$ cat src/rtl/jct_pkg.sv
// ----------------------------------------------------------------------------
// jct_pkg: shared types and constants of the JSON character tokenizer
// Token kinds, run modes, the token record and the queue entry that holds
// every token one character beat causes.
// ----------------------------------------------------------------------------
package jct_pkg;

	localparam int unsigned Q_DEPTH = 4;
	localparam int unsigned Q_PTR_W = $clog2(Q_DEPTH);
	localparam int unsigned Q_CNT_W = $clog2(Q_DEPTH + 1);

	localparam logic [15:0] LEN_MAX = 16'hFFFF;

	typedef enum logic [3:0] {
		KIND_LBRACE  = 4'd0,
		KIND_RBRACE  = 4'd1,
		KIND_QUOTE   = 4'd2,
		KIND_COLON   = 4'd3,
		KIND_COMMA   = 4'd4,
		KIND_INTEGER = 4'd5,
		KIND_MINUS   = 4'd6,
		KIND_PERIOD  = 4'd7,
		KIND_WORD    = 4'd8,
		KIND_END     = 4'd9,
		KIND_UNDEF   = 4'd10
	} token_kind_t;

	typedef enum logic [1:0] {
		MODE_NONE   = 2'd0,
		MODE_NUMBER = 2'd1,
		MODE_WORD   = 2'd2,
		MODE_UNDEF  = 2'd3
	} run_mode_t;

	typedef struct packed {
		token_kind_t kind;
		logic [15:0] start;
		logic [15:0] len;
	} token_t;

	// One queue entry per character beat that gives at least one token.
	typedef struct packed {
		logic   two;     // second token valid
		token_t first;
		token_t second;
	} entry_t;

	localparam logic [7:0] CH_LBRACE = 8'h7B;
	localparam logic [7:0] CH_RBRACE = 8'h7D;
	localparam logic [7:0] CH_QUOTE  = 8'h22;
	localparam logic [7:0] CH_COLON  = 8'h3A;
	localparam logic [7:0] CH_COMMA  = 8'h2C;
	localparam logic [7:0] CH_MINUS  = 8'h2D;
	localparam logic [7:0] CH_PERIOD = 8'h2E;
	localparam logic [7:0] CH_SPACE  = 8'h20;
	localparam logic [7:0] CH_TAB    = 8'h09;
	localparam logic [7:0] CH_CR     = 8'h0D;
	localparam logic [7:0] CH_LF     = 8'h0A;
	localparam logic [7:0] CH_NUL    = 8'h00;
	localparam logic [7:0] CH_DIG_LO = 8'd47;
	localparam logic [7:0] CH_DIG_HI = 8'd58;

endpackage

$ cat src/rtl/jct_front.sv
// ----------------------------------------------------------------------------
// jct_front: character classifier and run tracker
// Classifies each accepted character, keeps the open run and the position,
// and builds the queue entry of the tokens that the character causes.
// ----------------------------------------------------------------------------
module jct_front #(
	parameter int OFFSET_BITS = 16
) (
	input  logic            clk,
	input  logic            arst_n,
	input  logic            take,
	input  logic [7:0]      char_byte,
	output logic            push,
	output jct_pkg::entry_t entry
);

	logic [OFFSET_BITS-1:0] pos_q;
	logic [OFFSET_BITS-1:0] run_start_q;
	logic [15:0]            run_len_q;
	jct_pkg::run_mode_t     mode_q;

	logic [OFFSET_BITS+15:0] pos_ext;
	logic [OFFSET_BITS+15:0] start_ext;

	logic                   is_digit, is_letter, run_open, run_ends, absorb;
	logic                   has_single, is_ws, is_nul;
	jct_pkg::token_kind_t   single_kind, run_kind;
	jct_pkg::run_mode_t     open_mode;
	jct_pkg::token_t        run_tok, single_tok;

	assign pos_ext   = {16'b0, pos_q};
	assign start_ext = {16'b0, run_start_q};

	assign is_digit  = (char_byte > jct_pkg::CH_DIG_LO) && (char_byte < jct_pkg::CH_DIG_HI);
	assign is_letter = (char_byte >= 8'h61 && char_byte <= 8'h7A)
		|| (char_byte >= 8'h41 && char_byte <= 8'h5A);

	assign run_open = (mode_q != jct_pkg::MODE_NONE);
	assign run_ends = (mode_q == jct_pkg::MODE_NUMBER) ? !is_digit
		: (char_byte == jct_pkg::CH_QUOTE || char_byte == jct_pkg::CH_NUL);
	assign absorb   = run_open && !run_ends;

	// Character decoder
	always_comb begin
		has_single  = 1'b1;
		single_kind = jct_pkg::KIND_LBRACE;
		is_ws       = 1'b0;
		is_nul      = 1'b0;
		unique case (char_byte)
			jct_pkg::CH_LBRACE: single_kind = jct_pkg::KIND_LBRACE;
			jct_pkg::CH_RBRACE: single_kind = jct_pkg::KIND_RBRACE;
			jct_pkg::CH_QUOTE:  single_kind = jct_pkg::KIND_QUOTE;
			jct_pkg::CH_COLON:  single_kind = jct_pkg::KIND_COLON;
			jct_pkg::CH_COMMA:  single_kind = jct_pkg::KIND_COMMA;
			jct_pkg::CH_MINUS:  single_kind = jct_pkg::KIND_MINUS;
			jct_pkg::CH_PERIOD: single_kind = jct_pkg::KIND_PERIOD;
			jct_pkg::CH_NUL: begin
				single_kind = jct_pkg::KIND_END;
				is_nul      = 1'b1;
			end
			jct_pkg::CH_SPACE, jct_pkg::CH_TAB, jct_pkg::CH_CR, jct_pkg::CH_LF: begin
				has_single = 1'b0;
				is_ws      = 1'b1;
			end
			default: has_single = 1'b0;
		endcase
	end

	// Mode of a run opened by this character
	always_comb begin
		if (has_single || is_ws)
			open_mode = jct_pkg::MODE_NONE;
		else if (is_digit)
			open_mode = jct_pkg::MODE_NUMBER;
		else if (is_letter)
			open_mode = jct_pkg::MODE_WORD;
		else
			open_mode = jct_pkg::MODE_UNDEF;
	end

	always_comb begin
		unique case (mode_q)
			jct_pkg::MODE_NUMBER: run_kind = jct_pkg::KIND_INTEGER;
			jct_pkg::MODE_WORD:   run_kind = jct_pkg::KIND_WORD;
			default:              run_kind = jct_pkg::KIND_UNDEF;
		endcase
	end

	always_comb begin
		run_tok.kind  = run_kind;
		run_tok.start = start_ext[15:0];
		run_tok.len   = run_len_q;

		single_tok.kind  = single_kind;
		single_tok.start = pos_ext[15:0];
		single_tok.len   = is_nul ? 16'd0 : 16'd1;

		entry.two    = run_open && has_single;
		entry.first  = run_open ? run_tok : single_tok;
		entry.second = single_tok;
	end

	assign push = take && !absorb && (run_open || has_single);

	always_ff @(posedge clk or negedge arst_n) begin
		if (!arst_n) begin
			pos_q       <= '0;
			run_start_q <= '0;
			run_len_q   <= '0;
			mode_q      <= jct_pkg::MODE_NONE;
		end else if (take) begin
			if (absorb) begin
				if (run_len_q != jct_pkg::LEN_MAX)
					run_len_q <= run_len_q + 16'd1;
				pos_q <= pos_q + 1'b1;
			end else begin
				mode_q <= open_mode;
				if (open_mode != jct_pkg::MODE_NONE) begin
					run_start_q <= pos_q;
					run_len_q   <= 16'd1;
				end else begin
					run_len_q <= '0;
				end
				pos_q <= is_nul ? '0 : pos_q + 1'b1;
			end
		end
	end

endmodule

$ cat src/rtl/jct_queue.sv
// ----------------------------------------------------------------------------
// jct_queue: token entry queue
// Short FIFO between classifier and token sequencer.
// ----------------------------------------------------------------------------
module jct_queue (
	input  logic            clk,
	input  logic            arst_n,
	input  logic            push,
	input  jct_pkg::entry_t wr_entry,
	input  logic            pop,
	output jct_pkg::entry_t rd_entry,
	output logic            not_empty,
	output logic            full
);

	jct_pkg::entry_t              mem_q [jct_pkg::Q_DEPTH];
	logic [jct_pkg::Q_PTR_W-1:0]  wr_ptr_q, rd_ptr_q;
	logic [jct_pkg::Q_CNT_W-1:0]  count_q;

	assign full      = (count_q == jct_pkg::Q_CNT_W'(jct_pkg::Q_DEPTH));
	assign not_empty = (count_q != '0);
	assign rd_entry  = mem_q[rd_ptr_q];

	always_ff @(posedge clk) begin
		if (push)
			mem_q[wr_ptr_q] <= wr_entry;
	end

	always_ff @(posedge clk or negedge arst_n) begin
		if (!arst_n) begin
			wr_ptr_q <= '0;
			rd_ptr_q <= '0;
			count_q  <= '0;
		end else begin
			if (push)
				wr_ptr_q <= wr_ptr_q + 1'b1;
			if (pop)
				rd_ptr_q <= rd_ptr_q + 1'b1;
			case ({push, pop})
				2'b10:   count_q <= count_q + 1'b1;
				2'b01:   count_q <= count_q - 1'b1;
				default: count_q <= count_q;
			endcase
		end
	end

endmodule

$ cat src/rtl/jct_back.sv
// ----------------------------------------------------------------------------
// jct_back: token sequencer
// Holds one queue entry and sends its one or two tokens, one per beat.
// ----------------------------------------------------------------------------
module jct_back (
	input  logic            clk,
	input  logic            arst_n,
	input  logic            q_valid,
	input  jct_pkg::entry_t q_entry,
	output logic            q_pop,
	output logic            out_valid,
	input  logic            out_ready,
	output logic [3:0]      token_kind,
	output logic [15:0]     start_offset,
	output logic [15:0]     token_length,
	output logic            last_result
);

	logic            cur_valid_q;
	jct_pkg::entry_t cur_q;
	logic            sel_q;       // 1: second token showing
	logic            beat, finish, load;
	jct_pkg::token_t tok;

	assign beat   = cur_valid_q && out_ready;
	assign finish = beat && (sel_q || !cur_q.two);
	assign load   = !cur_valid_q || finish;
	assign q_pop  = load && q_valid;

	assign tok          = sel_q ? cur_q.second : cur_q.first;
	assign out_valid    = cur_valid_q;
	assign token_kind   = tok.kind;
	assign start_offset = tok.start;
	assign token_length = tok.len;
	assign last_result  = sel_q || !cur_q.two;

	always_ff @(posedge clk) begin
		if (q_pop)
			cur_q <= q_entry;
	end

	always_ff @(posedge clk or negedge arst_n) begin
		if (!arst_n) begin
			cur_valid_q <= 1'b0;
			sel_q       <= 1'b0;
		end else if (load) begin
			cur_valid_q <= q_valid;
			sel_q       <= 1'b0;
		end else if (beat) begin
			sel_q <= 1'b1;
		end
	end

endmodule

$ cat src/rtl/json_char_tokenizer.sv
// ----------------------------------------------------------------------------
// json_char_tokenizer: byte-serial JSON lexer
// Takes one character per beat and gives tokens as kind, start offset and
// length; a character may close a run and give its own token as well.
// ----------------------------------------------------------------------------
//
//  channel  | direction | handshake           | payload
//  ---------+-----------+---------------------+--------------------------------
//  in       | input     | in_valid / in_ready | char_byte
//  out      | output    | out_valid/out_ready | token_kind, start_offset,
//           |           |                     | token_length, last_result
//
// One character is taken every clock while the queue has room. A character
// that gives two tokens sends them on separate beats; the 4-entry queue
// takes up the difference, so the output sets the long-run rate at one
// token per clock while out_ready stays high. A taken character's tokens
// pass through the queue and the sequencer's holding register to out_valid.
// arst_n clears the run state, the position, the queue and the output.
// in_ready depends only on queue fill, never on out_ready in the same cycle.
//
// Structure: jct_front classifies and tracks the open run, jct_queue
// buffers token entries, jct_back hands the tokens out one by one.
// ----------------------------------------------------------------------------
module json_char_tokenizer #(
	parameter int OFFSET_BITS = 16
) (
	input  logic        clk,
	input  logic        arst_n,
	input  logic        in_valid,
	output logic        in_ready,
	input  logic [7:0]  char_byte,
	output logic        out_valid,
	input  logic        out_ready,
	output logic [3:0]  token_kind,
	output logic [15:0] start_offset,
	output logic [15:0] token_length,
	output logic        last_result
);

	logic            take, push, pop, q_full, q_nonempty;
	jct_pkg::entry_t wr_entry, rd_entry;

	// Accept whenever the queue can hold one more entry.
	assign in_ready = !q_full;
	assign take     = in_valid && in_ready;

	jct_front #(
		.OFFSET_BITS(OFFSET_BITS)
	) u_front (
		.clk      (clk),
		.arst_n   (arst_n),
		.take     (take),
		.char_byte(char_byte),
		.push     (push),
		.entry    (wr_entry)
	);

	jct_queue u_queue (
		.clk      (clk),
		.arst_n   (arst_n),
		.push     (push),
		.wr_entry (wr_entry),
		.pop      (pop),
		.rd_entry (rd_entry),
		.not_empty(q_nonempty),
		.full     (q_full)
	);

	jct_back u_back (
		.clk         (clk),
		.arst_n      (arst_n),
		.q_valid     (q_nonempty),
		.q_entry     (rd_entry),
		.q_pop       (pop),
		.out_valid   (out_valid),
		.out_ready   (out_ready),
		.token_kind  (token_kind),
		.start_offset(start_offset),
		.token_length(token_length),
		.last_result (last_result)
	);

endmodule

$ cat config.mk
export PLATFORM = sky130hd
export DESIGN_NAME = json_char_tokenizer
export DESIGN_NICKNAME = d
export VERILOG_FILES = /design/src/rtl/jct_pkg.sv /design/src/rtl/jct_front.sv /design/src/rtl/jct_queue.sv /design/src/rtl/jct_back.sv /design/src/rtl/json_char_tokenizer.sv
export SDC_FILE = /design/constraint.sdc
export NUM_CORES = 1
export LEC_CHECK = 0
export BUFFER_PORTS_ARGS = -buffer_cell sky130_fd_sc_hd__buf_2
export CAP_MARGIN = 5
export CORE_MARGIN = 5
export CORE_UTILIZATION = 65
export CTS_CLUSTER_DIAMETER = 40
export CTS_CLUSTER_SIZE = 40
export DETAILED_ROUTE_END_ITERATION = 12
export PLACE_DENSITY = 0.93
export SYNTH_ARGS = -nofsm -noshare
export SYNTH_HDL_FRONTEND = slang
export SYNTH_HIERARCHICAL = 1
export SYNTH_SLANG_ARGS = --single-unit
$ cat constraint.sdc
create_clock -name clk -period 13.2 [get_ports clk]
set_input_delay 0 -clock clk [delete_from_list [all_inputs] [get_ports clk]]
set_output_delay 0 -clock clk [all_outputs]
set_load 0.05 [all_outputs]
Yosys cells after proc, flatten, opt, wreduce, memory -nomap -nowiden
Memory sizes are Yosys's and may differ from the RTL's. A register that Yosys moved wholly into a read port is not among the register bits.
Index checks and enable logic that the tools add are counted.
Widths: inputs -> output; s select.
- add/subtract/negate cells: 6
- $lt $le $gt $ge: 6
- equal/unequal tests: 18
- multiplexer cells: 22
- bitwise logic cells: 1
- reductions and logical operators: 34
- operators with widths (kind ; number):
    $mux 36 ; 2
    $mux 16 ; 4
    $eq 8x6->1 const B ; 6
    $add 16x1->16 const B ; 2
    $pmux 4 s7 ; 1
    $eq 8x4->1 const B ; 3
    $eq 8x7->1 const B ; 2
    $ge 8x7->1 const B ; 2
    $le 8x7->1 const B ; 2
    $ne 16x16->1 const B ; 1
    $logic_and 1x1->1 ; 11
    $mux 1 ; 11
    $gt 8x6->1 const B ; 1
    $logic_not 8->1 ; 1
    $lt 8x6->1 const B ; 1
    $pmux 4 s2 ; 1
    $reduce_bool 2->1 ; 4
    $reduce_or 8->1 ; 1
    $logic_not 1->1 ; 6
    $logic_or 1x1->1 ; 6
    $pmux 3 s2 ; 1
    $add 2x1->2 const B ; 2
    $eq 2x1->1 const B ; 2
    $eq 2x2->1 const B ; 2
    10 further kinds ; 12
- flip-flop bits (word level): 75
- RAM bits: 232
- input port bits: 12
- output and inout bits: 39
- memories kept: 1
- memories (memory ; depth ; bits a word ; read ports ; clocked after Yosys merged registers in ; wr ports ; line ; text):
    u_queue.mem_q ; 4 ; 58 ; 1 ; 1 ; 1 ; jct_queue.sv:16 ; jct_pkg::entry_t mem_q [jct_pkg::Q_DEPTH];

Depth between registers and ports, before layout
- depth after elaboration: 11
- depth in mapped cells: 13
- mapped depth without buffers: 12

Hierarchy
The synthesis kept the hierarchy.
- modules (own cells, without submodules) (module ; instances ; cells each ; area an instance (µm²) ; sequential area each (µm²)):
    jct_queue ; 1 ; 414 ; 10921.7 ; 8943.6
    jct_front ; 1 ; 332 ; 3216.8 ; 1251.2
    jct_back ; 1 ; 124 ; 2816.5 ; 2242.2
    json_char_tokenizer ; 1 ; 2 ; 10.0 ; 0.0

Worst setup path before layout
Ideal clock, no wire load.
- path type: flip-flop to flip-flop
- start point: register u_back.cur_valid_q, in the netlist u_back/out_valid
- end point: register u_queue/count_q[1] (netlist bit)
- setup time: 0.125 ns
- arrival: 5.640 ns
- required time: 13.075 ns
- path slack: 7.435 ns
- cell stages (with the launch flop): 5
- buffers on the path: 0
- clock period less this slack: 5.765 ns
- cells stage by stage: dfrtp_1 o2bb2ai_1 ha_1 fa_1 mux2_2
- word-level cells in the longest chain between the ends: 6
- RTL lines (what ; line ; text):
    start: declaration ; jct_back.sv:19 ; logic cur_valid_q;
    start signal: assignment ; jct_back.sv:47 ; cur_valid_q <= q_valid;
    $logic_and 1x1->1 ; jct_back.sv:25 ; assign beat = cur_valid_q && out_ready;
    $logic_and 1x1->1 ; jct_back.sv:26 ; assign finish = beat && (sel_q || !cur_q.two);
    $logic_or 1x1->1 * ; jct_back.sv:27 ; assign load = !cur_valid_q || finish;
    $logic_and 1x1->1 * ; jct_back.sv:28 ; assign q_pop = load && q_valid;
    net pop ; json_char_tokenizer.sv:40 ; logic take, push, pop, q_full, q_nonempty;
    $eq 2x1->1 / $eq 2x2->1 (equally long branches) ; jct_queue.sv:39 ; case ({push, pop})
    $pmux 3 s2 / $reduce_bool 2->1 (equally long branches) ; - ;
    end signal: assignment ; jct_queue.sv:40 ; 2'b10: count_q <= count_q + 1'b1;
    end signal: assignment ; jct_queue.sv:41 ; 2'b01: count_q <= count_q - 1'b1;
    end signal: assignment ; jct_queue.sv:42 ; default: count_q <= count_q;
    end: declaration ; jct_queue.sv:18 ; logic [jct_pkg::Q_CNT_W-1:0] count_q;
The timed path passes the listed nets; every way through them passes the cells marked *.
A chain may end at the register's enable or synchronous reset.

Worst setup path after layout
- start point: register u_front.mode_q[1]
- end point: memory u_queue/mem_q[3][57] (netlist bit), enable pin
- word-level cells in the longest chain between the ends: 9
- RTL lines (what ; line ; text):
    start: declaration ; jct_front.sv:20 ; jct_pkg::run_mode_t mode_q;
    start signal: assignment ; jct_front.sv:110 ; mode_q <= jct_pkg::MODE_NONE;
    start signal: assignment ; jct_front.sv:117 ; mode_q <= open_mode;
    $eq 2x1->1 ; jct_front.sv:39 ; assign run_ends = (mode_q == jct_pkg::MODE_NUMBER) ? !is_digit
    $mux 1 ; jct_front.sv:39 ;
    $logic_not 1->1 ; jct_front.sv:41 ; assign absorb = run_open && !run_ends;
    $logic_and 1x1->1 ; jct_front.sv:41 ;
    $logic_not 1->1 ; jct_front.sv:103 ; assign push = take && !absorb && (run_open || has_single);
    $logic_and 1x1->1 ; jct_front.sv:103 ;
    $logic_and 1x1->1 * ; jct_front.sv:103 ;
    net push ; json_char_tokenizer.sv:40 ;
    $mux 1 * ; jct_queue.sv:25 ; if (push)
    $mux 1 (implied by the code) * ; jct_queue.sv:26 ; mem_q[wr_ptr_q] <= wr_entry;
    end: declaration ; jct_queue.sv:16 ;
Marked as above.

==> results.md <==
* Status: finished clean
* Vias in the first global route at 8923
* DRT iter0 DRCs at 914
* Layout area overhead at 11.3%
* Critical path capture point type: flop
* Die Footprint at 29400 um2
* Fillcell total at 1356
* Total chip power at 4.56 mW
* Clock skew at 0.0197 ns
* Yosys cell types at 55
* WS Path Type: reg2reg
* Global route total overflow at 0
* Max VDD drop at 159 uV
* Vias at 8384
* Number of synthesized flops with an enable pin at 365
* WP data required at 13.35 ns
* Synth Area per Inst at 19.5 um2
* Global-route wire length before repair at 50800 um
* Hold Path Class: in2reg
* Ant. Diodes at 0
* Die Span Y at 172 um
* Synth Instances at 872
* Relative slew slack at 0.125
* Setup WS pre-CTS at 9.37 ns
* Synth Warn # at 6
* Sequential share of the synthesized area at 0.733
* Wire per inst at 24.5 um
* Clk sink count at 424
* Fin. Hold Viols at 0
* Fmax at 256 MHz
* Pin count of the biggest net entering global routing at 77
* Top FF cell, synth: edfxtp_1
* Row cnt at 59
* Power per cell area at 241 nW/um2
* Drt via density at 6.41
* Total leakage power at 6.57 nW
* Max incr delay on CP at 0.73 ns
* Slew @ Worst Pin at 1.30 ns
* Fin crit share at 0.296
* Pins Over Slew Limit at 0
* ANT nets after route at 0
* Max Cap Viol at 0
* Post-CTS Resized at 0
* Initial antenna violation count at 0
* NumNets Final at 966
* DRT Pass-1 Iters at 7
* Core area at 25900 um2
* Clk root buf: clkbuf_16
* Post-Route WL at 32000 um
* Initial core utilization at 0.655
* Critical path fanouts, max at 43
* Arrival @ worst endpoint at 4.06 ns
* Num CTS Buffers at 39
* Post-synthesis sequential element count at 424
* Boundary Pins at 51
* Min Tclk post-route at 3.91 ns
* PortBufs at 50
* RSZ-0062 raised after global routing: false
* Crit path cell chain: inv_1, ha_1, inv_1, a31oi_1, o31a_2, a21boi_0, and2_4, buf_4
* Residual DRC at 0
* CTS Buffer Depth at 3
* Total GRT Usage at 0.227
* TNS Setup at 0 ns
* Clock transition at path regs at 0.07 ns
* Die Width at 172 um
* H-Tree Level Count at 2
* RePlAce Congestion at 0.808
* Worst setup SP type: flop
* Final setup margin at 9.29 ns
* Slowest-stage cell, CP: a21boi_0
* Hpwl dp at 16700 um
* Worst skew pair latency at 0.53 ns
* Most frequent CP cell: inv_1
* Share of cells above drive strength 1 at 0.301
* Synthesized cell area at 17000 um2
* CTS tree: built
* FFs w/ async S/R, synth at 0.139
* Setup violators final at 0
[cell usage in the layout (no fill, tap or decap), types with 4 or more instances in the layout]
master	count
mux2_2	44
xnor2_1	16
nand4_1	4
nor2_1	23
or3_1	6
a21o_1	4
buf_2	50
and3_1	4
nor2b_1	19
mux2_4	26
mux4_2	73
a31oi_1	5
clkbuf_16	41
edfxtp_1	365
dlygate4sd3_1	7
o21ai_0	19
xor2_1	9
a21oi_1	13
clkinv_4	4
o31ai_1	5
inv_1	13
nor3b_1	4
nor4_1	6
nor3_1	9
conb_1	15
and2_4	4
buf_4	12
nand3_1	20
inv_6	6
inv_8	6
nand2_1	23
ha_1	10
dfrtp_1	56
[sequential cells by signal, summed over array words and instances (netlist names)]
signal,count
u_queue/mem_q,292
u_back/cur_q,73
u_front/pos_q,16
u_front/run_len_q,16
u_front/run_start_q,16
u_queue/count_q,3
u_front/mode_q,2
u_queue/rd_ptr_q,2
u_queue/wr_ptr_q,2
u_back/out_valid,1
u_back/sel_q,1
[area by class of cell]
cell class	count	area, um2	area share
Sequential cell	424	12400	0.659
Clock inverter	27	303	0.0160
Timing Repair Buffer	69	410	0.0217
Clock buffer	44	1070	0.0565
Tap cell	335	419	0.0222
Multi-Input combinational cell	396	4200	0.222
Inverter	13	48.8	0.00258
[final timing paths]
check	endpoint	cells after the start	slack, ns	start
min reg2reg	u_front/run_start_q[15]	1	0.51	u_front/run_start_q[15]
max	u_queue/mem_q[3][57]	8	9.29	u_front/mode_q[1]
min in group asynchronous	u_front/run_start_q[14]	3	0.20	arst_n
max in group asynchronous	u_queue/rd_ptr_q[0]	3	12.36	arst_n
min	u_queue/mem_q[0][33]	3	0.04	char_byte[6]
max reg2reg	u_queue/mem_q[3][57]	8	9.29	u_front/mode_q[1]
[synthesized netlist by cell type, types with 5 or more instances]
cell type / count / area, um2
buf_6: 12 / 135
nor3_1: 9 / 45.0
xnor2_1: 16 / 140
o31ai_1: 5 / 37.5
a21oi_1: 13 / 65.1
nor2_1: 23 / 86.3
buf_2: 9 / 45.0
mux2_4: 26 / 390
nor2b_1: 19 / 119
nor4_1: 6 / 37.5
edfxtp_1: 365 / 11000
mux2_2: 44 / 495
xor2_1: 9 / 78.8
mux4_2: 73 / 1640
or3_1: 6 / 37.5
and2_1: 6 / 37.5
inv_1: 13 / 48.8
a31oi_1: 5 / 31.3
dfrtp_1: 59 / 1480
buf_4: 17 / 128
nand3_1: 20 / 100
o21ai_0: 19 / 95.1
nand2_1: 23 / 86.3
ha_1: 10 / 125
clkbuf_1: 14 / 52.6
[worst max-delay path: cells and delay by family (launching register included)]
kind | cells | cell delay [ns]
simple gates | 1 | 0.60
fa+ha+maj | 1 | 0.29
flops | 1 | 0.36
buf+inv | 3 | 0.84
compound gates | 3 | 1.39
[kinds of logic (layout without fill, tap and decap cells)]
kind of cell / Yosys count / after routing / synth area share
flops: 424 / 424 / 0.733
other cells: 1 / 15 / 0.000221
buf+inv: 66 / 153 / 0.0253
simple gates: 138 / 138 / 0.0462
mux: 145 / 145 / 0.150
xor+xnor: 25 / 25 / 0.0129
compound gates: 62 / 62 / 0.0235
fa+ha+maj: 11 / 11 / 0.00856
[what timing repair did]
action	CTS	global route
endpoints found under the hold margin	63	0
buffers inserted	0	0
hold buffers	7	0
[metal layers]
metal	global-route usage	vias up	part of all wire
li1	-	3575	-
met1	0.303	4297	0.38
met2	0.391	433	0.52
met3	0.0352	79	0.072
met4	0.0723	0	0.027
met5	0	-	0
[stage by stage]
step	instances	instance area (um2)	util	hold slack (ns)
finish	1308	18900	0.729	0.0442
global route	1308	18900	0.729	0.0483
CTS	1308	18900	0.729	0.0158
detailed placement	1230	17400	0.673	0.231
global placement	1230	17400	0.673	0.218
floorplan	886	17000	-	-0.296
[power breakdown]
group / leakage [nW] / internal (mW) / switching (mW)
sequential: 4.15 / 1.87 / 0.164
combinational: 1.75 / 0.512 / 0.836
clock: 0.668 / 0.664 / 0.512
total: 6.57 / 3.05 / 1.51
Power figures use the tool's default switching activity.
